**config.mk**
```make
export PLATFORM = sky130hd
export DESIGN_NAME = tdpc_controller
export DESIGN_NICKNAME = d
export VERILOG_FILES = /design/src/rtl/tdpc_pkg.sv /design/src/rtl/tdpc_controller.sv
export SDC_FILE = /design/constraint.sdc
export NUM_CORES = 1
export LEC_CHECK = 0
export BUFFER_PORTS_ARGS = -buffer_cell sky130_fd_sc_hd__buf_2
export CORE_AREA = 2 2 39 41
export CTS_BUF_LIST = sky130_fd_sc_hd__clkbuf_8 sky130_fd_sc_hd__clkbuf_16
export DETAILED_ROUTE_END_ITERATION = 10
export DIE_AREA = 0 0 41 43
export RECOVER_POWER = 50
export SYNTH_ARGS = -nofsm -noshare
export SYNTH_HDL_FRONTEND = slang
export SYNTH_SLANG_ARGS = --single-unit
```
**constraint.sdc**
```tcl
create_clock -name clock -period 1.3 [get_ports clock]
set_input_delay 0.065 -clock clock [delete_from_list [all_inputs] [get_ports clock]]
set_output_delay 0.065 -clock clock [all_outputs]
set_load 0.01 [all_outputs]
```
**src/rtl/tdpc_pkg.sv**
```systemverilog
// package for the threshold distinct point counter: sizes, codes, types
// and the command and status bundles between controller and datapath
// no dependencies
package tdpc_pkg;

   // sizing
   localparam int MAX_POINTS  = 4096;
   localparam int MAX_DIM     = 32;
   localparam int COORD_WIDTH = 16;

   // fixed field widths
   localparam int DIM_W   = 6;
   localparam int THR_W   = 40;
   localparam int CNT_W   = 13;
   localparam int CSR_IDX_W = 2;
   localparam int CSR_DAT_W = 40;

   // derived widths
   localparam int ROW_W   = $clog2(MAX_POINTS);
   localparam int K_W     = (MAX_DIM > 1) ? $clog2(MAX_DIM) : 1;
   localparam int PC_W    = $clog2(MAX_DIM + 1);
   localparam int ADDR_W  = ROW_W + K_W;
   localparam int DIFF_W  = COORD_WIDTH + 1;
   localparam int SQ_W    = 2 * COORD_WIDTH;
   localparam int ACC_W   = SQ_W + PC_W;
   localparam int CMP_W   = (ACC_W > THR_W) ? ACC_W : THR_W;
   localparam int MEM_DEPTH = MAX_POINTS * (2 ** K_W);

   // reset values of the registers
   localparam logic [DIM_W-1:0] DIM_RESET = DIM_W'(2);
   localparam logic [THR_W-1:0] THR_RESET = THR_W'(25600);

   // register indexes
   localparam logic [CSR_IDX_W-1:0] CSR_DIMENSION = CSR_IDX_W'(0);
   localparam logic [CSR_IDX_W-1:0] CSR_THRESHOLD = CSR_IDX_W'(1);

   typedef logic signed [COORD_WIDTH-1:0] coord_type;

   typedef enum logic [2:0] {
      ST_IDLE,
      ST_ISSUE,
      ST_DRAIN,
      ST_STORE,
      ST_RESULT
   } state_type;

   // controller to datapath
   typedef struct packed {
      logic take;        // input item accepted
      logic walk_start;  // point complete: restart row walk
      logic issue;       // read one stored coordinate
      logic next_row;    // move to next stored row
      logic mark_dup;    // close representative found
      logic store;       // write one coordinate of the new row
      logic set_full;    // new point found no room
      logic result;      // load output register
   } cmd_type;

   // datapath to controller
   typedef struct packed {
      logic last_k;      // current coordinate is the last of the point
      logic last_store;  // current coordinate is the last of a row
      logic row_done;    // distance of a row just finished
      logic hit;         // that distance is below threshold
      logic last_row;    // current row is the last stored row
      logic empty;       // no representatives stored
      logic room;        // store has a free row
      logic out_free;    // output register can take a result
   } status_type;

endpackage

```
**src/rtl/tdpc_controller.sv**
```systemverilog
// controller: sequences item intake, the row walk, the row copy and
// the result hand-off
// depends on tdpc_pkg
module tdpc_controller (
   input  logic                 clock,
   input  logic                 reset,
   input  logic                 req_valid,
   input  logic                 req_point_end,
   output logic                 req_ready,
   input  tdpc_pkg::status_type status,
   output tdpc_pkg::cmd_type    cmd
);

   tdpc_pkg::state_type state_ff;
   tdpc_pkg::state_type state_in;

   // state register
   always_ff @(posedge clock) begin
      if (reset) begin
         state_ff <= tdpc_pkg::ST_IDLE;
      end else begin
         state_ff <= state_in;
      end
   end

   // next state
   always_comb begin
      state_in = state_ff;
      case (state_ff)
         tdpc_pkg::ST_IDLE: begin
            if (req_valid && req_point_end) begin
               state_in = status.empty ? tdpc_pkg::ST_STORE : tdpc_pkg::ST_ISSUE;
            end
         end
         tdpc_pkg::ST_ISSUE: begin
            if (status.last_k) begin
               state_in = tdpc_pkg::ST_DRAIN;
            end
         end
         tdpc_pkg::ST_DRAIN: begin
            if (status.row_done) begin
               if (status.hit) begin
                  state_in = tdpc_pkg::ST_RESULT;
               end else if (!status.last_row) begin
                  state_in = tdpc_pkg::ST_ISSUE;
               end else if (status.room) begin
                  state_in = tdpc_pkg::ST_STORE;
               end else begin
                  state_in = tdpc_pkg::ST_RESULT;
               end
            end
         end
         tdpc_pkg::ST_STORE: begin
            if (status.last_store) begin
               state_in = tdpc_pkg::ST_RESULT;
            end
         end
         tdpc_pkg::ST_RESULT: begin
            if (status.out_free) begin
               state_in = tdpc_pkg::ST_IDLE;
            end
         end
         default: state_in = tdpc_pkg::ST_IDLE;
      endcase
   end

   // outputs
   always_comb begin
      cmd       = '0;
      req_ready = 1'b0;
      case (state_ff)
         tdpc_pkg::ST_IDLE: begin
            req_ready      = 1'b1;
            cmd.take       = req_valid;
            cmd.walk_start = req_valid && req_point_end;
         end
         tdpc_pkg::ST_ISSUE: begin
            cmd.issue = 1'b1;
         end
         tdpc_pkg::ST_DRAIN: begin
            cmd.mark_dup = status.row_done && status.hit;
            cmd.next_row = status.row_done && !status.hit && !status.last_row;
            cmd.set_full = status.row_done && !status.hit && status.last_row &&
                           !status.room;
         end
         tdpc_pkg::ST_STORE: begin
            cmd.store = 1'b1;
         end
         tdpc_pkg::ST_RESULT: begin
            cmd.result = status.out_free;
         end
         default: ;
      endcase
   end

`ifndef ASSERT_OFF
   a_issue_to_drain: assert property (@(posedge clock) disable iff (reset)
      (state_ff == tdpc_pkg::ST_ISSUE && status.last_k) |=>
         state_ff == tdpc_pkg::ST_DRAIN)
      else $error("row walk did not wait for its distance");

   a_row_done_drain: assert property (@(posedge clock) disable iff (reset)
      status.row_done |-> state_ff == tdpc_pkg::ST_DRAIN)
      else $error("row distance arrived outside the drain wait");

   a_result_idle: assert property (@(posedge clock) disable iff (reset)
      cmd.result |=> state_ff == tdpc_pkg::ST_IDLE)
      else $error("result given without returning to intake");
`endif

endmodule

```
-- Word level (Yosys, flattened, before mapping)
Cells that the tools add are included.
- reduce and logical (&&, ||, !) cells: 11
- muxes and demuxes: 17
- equality and inequality tests: 9
- operators with widths (operator ; count):
    2-to-1 mux 3 bit ; 8
    case mux 3 bit (5 select lines) ; 1
    != test 2 bit, second input constant ; 5
    == test 3 x 2 -> 1 bit, second input constant ; 2
    logical AND 1 bit ; 6
    2-to-1 mux 2 bit ; 3
    2-to-1 mux 1 bit ; 5
    AND reduction 5 bit ; 1
    == test 3 x 1 -> 1 bit, second input constant ; 1
    == test 3 bit, second input constant ; 1
    zero test 1 bit ; 3
    zero test 3 bit ; 1
- flip-flop bits (word level): 3
- input bits: 12
- logic and storage cells: 38
- output and inout port bits: 9

-- Logic depth before layout (Yosys ltp)
- word-level depth: 5
- depth in mapped cells: 4
- depth with buffers taken out: 3

-- Worst setup path before layout
OpenSTA, ideal clock, no wires.
- path kind: register -> output
- start: register state_ff[0]
- end: output port cmd[6] (netlist bit)
- data required time: 1.235 ns
- setup slack: 0.106 ns
- path buffers: 1
- arrival time: 1.129 ns
- cell stages (with the launch flop): 4
- cell sequence: dfxtp_1 -> buf_2 -> nor3_1 -> and3_1
- RTL lines (element ; RTL line ; source):
    start: declaration ; tdpc_controller.sv:14 ; tdpc_pkg::state_type state_ff;
    start signal: assignment ; tdpc_controller.sv:20 ; state_ff <= tdpc_pkg::ST_IDLE;
    start signal: assignment ; tdpc_controller.sv:22 ; state_ff <= state_in;
    end: declaration ; tdpc_controller.sv:11 ; output tdpc_pkg::cmd_type cmd

==> impl_metrics.toml <==
[cts]
cts_buffers = 3
clock_sink_count = 3
cts_tree = "built"
holdBufCountCts = 0
clk_latency_ns = 0.22
cts.reportedPaths.clkPinSlew_ns = 0.03
root_buffer = "clkbuf_8"
clockBufferDepth = 2
htree_levels = 1

[detailed_routing]
vias = 426
wl_per_cell_um = 11.6
drt_first_pass_iters = 4
drtAntennaViolNets = 0
drc = 0
drt_iter0_markers = 11
via_per_inst = 5.01
drt_wl_total_um = 983

[layout]
top_regs = "state_ff: 3 flops"
areaGrowthSynthToFinish_pct = 63.8
final_cells = 85
regMostFlops = "state_ff"
largest_reg_flops = 3
nets = 82
drive_gt1_share_pct = 53.6
fin_area_um2 = 533
fin_util_pct = 38.5
antenna_cells = 0

[pwr]
power_switching_uw = 194
p_total_uw = 617
seq_power_share_pct = 19.4
intPower_uw = 423
swShare_pct = 31.4
power_frac_clock_pct = 43.2
powerDensity_nw_per_um2 = 1160
p_leak_nw = 0.270
ir_drop_mv = 0.348
combPwrFrac_pct = 37.3

[yosys]
synthCells = 42
ys_seq_area_share_pct = 18.5
synth_cell_types = 31
yosys_warnings = 0
netlist_area_um2 = 325
syn_nets = 54
ys_ff_latch = 3
syn_avg_cell_area_um2 = 7.75

[critical_path]
critPathCaptureType = "output port"
path_max_fanout = 2
path_delay_family = "simple AND/OR/NAND/NOR gates"
crit_buf_inv = 1
slowest_delay_ns = 0.54
reg2reg_slack_ns = 0.05
critPathSlowestCell = "or4_4"
setup.worst_path.start_class = "flop"
worstSetupPathType = "reg -> out"
crit_path_cell_trace = "or4_4, nor2_2, buf_2"
arrival_ns = 1.29
crit_required_ns = 1.24

[placed_design]
port_buffers = 20
post-place-ws_ns = 0.0732
dp_hpwl_um = 763
place.gp.congestion = 0.841
placed_area_um2 = 459
dp_cells = 80

[sta]
fin_setup_tns_ns = -0.109
hold_ws_ns = 0.115
drv_slew = 0
timing.fmax_ghz = 0.738
setup_violations = 3
fin_ws_ns = -0.0553
tightest_slew_ns = 0.404
min_period_over_period_pct = 104
rsz0062_at_grt = "yes"
hold_viol = 0
period_needed_ns = 1.36
clock_skew_ns = 0.00365
relSlewSlack_pct = 72.7

[grt]
antenna_found_initial = 0
grt_max_degree = 10
grt_pass1_vias = 356
grt.overflow.total = 0
grt_pass1_wl_um = 1470
track_usage_pct = 12.1

[die]
floorplan.die_area_um2 = 1760
core_region_area_um2 = 1380
die_y_um = 43
fp.dieW_um = 41
start_util_pct = 23.5
rows = 14
io_pins = 21

[status]
violations = "setup timing"
status = "finished, violations left"

[min_path]
hp-class = "in -> reg"

[run]
max_cap_violations = 0
path summary, 6_finish.rpt:
path / from / endpoint / cells past startpoint
worst min register to register: state_ff[2] / state_ff[2] / 2
worst min-delay path: reset / state_ff[2] / 3
worst max-delay path: state_ff[2] / cmd[4] / 3
worst max register to register: state_ff[1] / state_ff[2] / 3
synth_stat cells (all sizes together):
master / number / area [um2]
a21oi: 3 / 15.0
buf: 3 / 23.8
dfxtp: 3 / 60.1
nor2: 3 / 13.8
and2: 2 / 12.5
and3b: 2 / 18.8
inv: 2 / 7.51
nand2: 2 / 7.51
nand2b: 2 / 12.5
nand3b: 2 / 15.0
nor4: 2 / 12.5
a211oi: 1 / 7.51
a22oi: 1 / 7.51
a311oi: 1 / 8.76
and3: 1 / 6.26
mux2i: 1 / 10.0
nand3: 1 / 5.00
nand4: 1 / 6.26
nor3: 1 / 5.00
nor3b: 1 / 7.51
nor4b: 1 / 8.76
nor4bb: 1 / 10.0
o21bai: 1 / 7.51
o221a: 1 / 11.3
or2: 1 / 6.26
or2b: 1 / 7.51
or4: 1 / 11.3
worst register-to-register path: stages (launching register included):
cell,delay [ns]
dfxtp_4,0.35
buf_4,0.16
nor4b_1,0.41
o221a_2,0.26
placed cells by master (no fill, tap or decap), types with 2 or more instances in the layout:
master and instances:
clkbuf_1 2, a21oi_1 3, nand3b_1 2, nor2_2 2, nor4_1 2, inv_1 3
buf_2 18, clkbuf_8 3, buf_4 6, and2_1 2, dfxtp_4 2, nand2b_1 2
power by group through the flow:
stage	Clock (mW)	Combinational (mW)	Sequential, mW
global route	0.284	0.253	0.122
detailed placement	0	0.211	0.123
floorplan	0	0.131	0.118
finish	0.267	0.230	0.120
global placement	0	0.208	0.121
CTS	0.276	0.231	0.116
cell type report:
class	count	area, um2
Timing Repair Buffer	26	143
Multi-Input combinational cell	34	249
Fill cell	151	851
Clock inverter	1	3.75
Clock buffer	3	41.3
Inverter	2	7.51
Sequential cell	3	68.8
Tap cell	16	20.0
kinds of logic (layout without fill, tap and decap cells):
family / Yosys count / in the layout / share of synthesized area (%)
flops: 3 / 3 / 18.5
compound gates: 8 / 8 / 17.7
buf+inv: 5 / 32 / 9.62
mux: 1 / 1 / 3.08
simple gates: 25 / 25 / 51.2
what timing repair did:
item	CTS	global route
resized for setup	5	5
pin swaps	3	1
setup buffers	1	0
endpoints found under the setup margin	4	4
layer usage:
metal  routed length (um)  track usage (%)  share of wire (%)
met3                   67             3.66                6.8
met2                  513             18.8                 52
met4                    0             4.00                  0
met5                    0                0                  0
met1                  402             15.4                 41
Note: power is estimated with default switching activity, not from simulation.
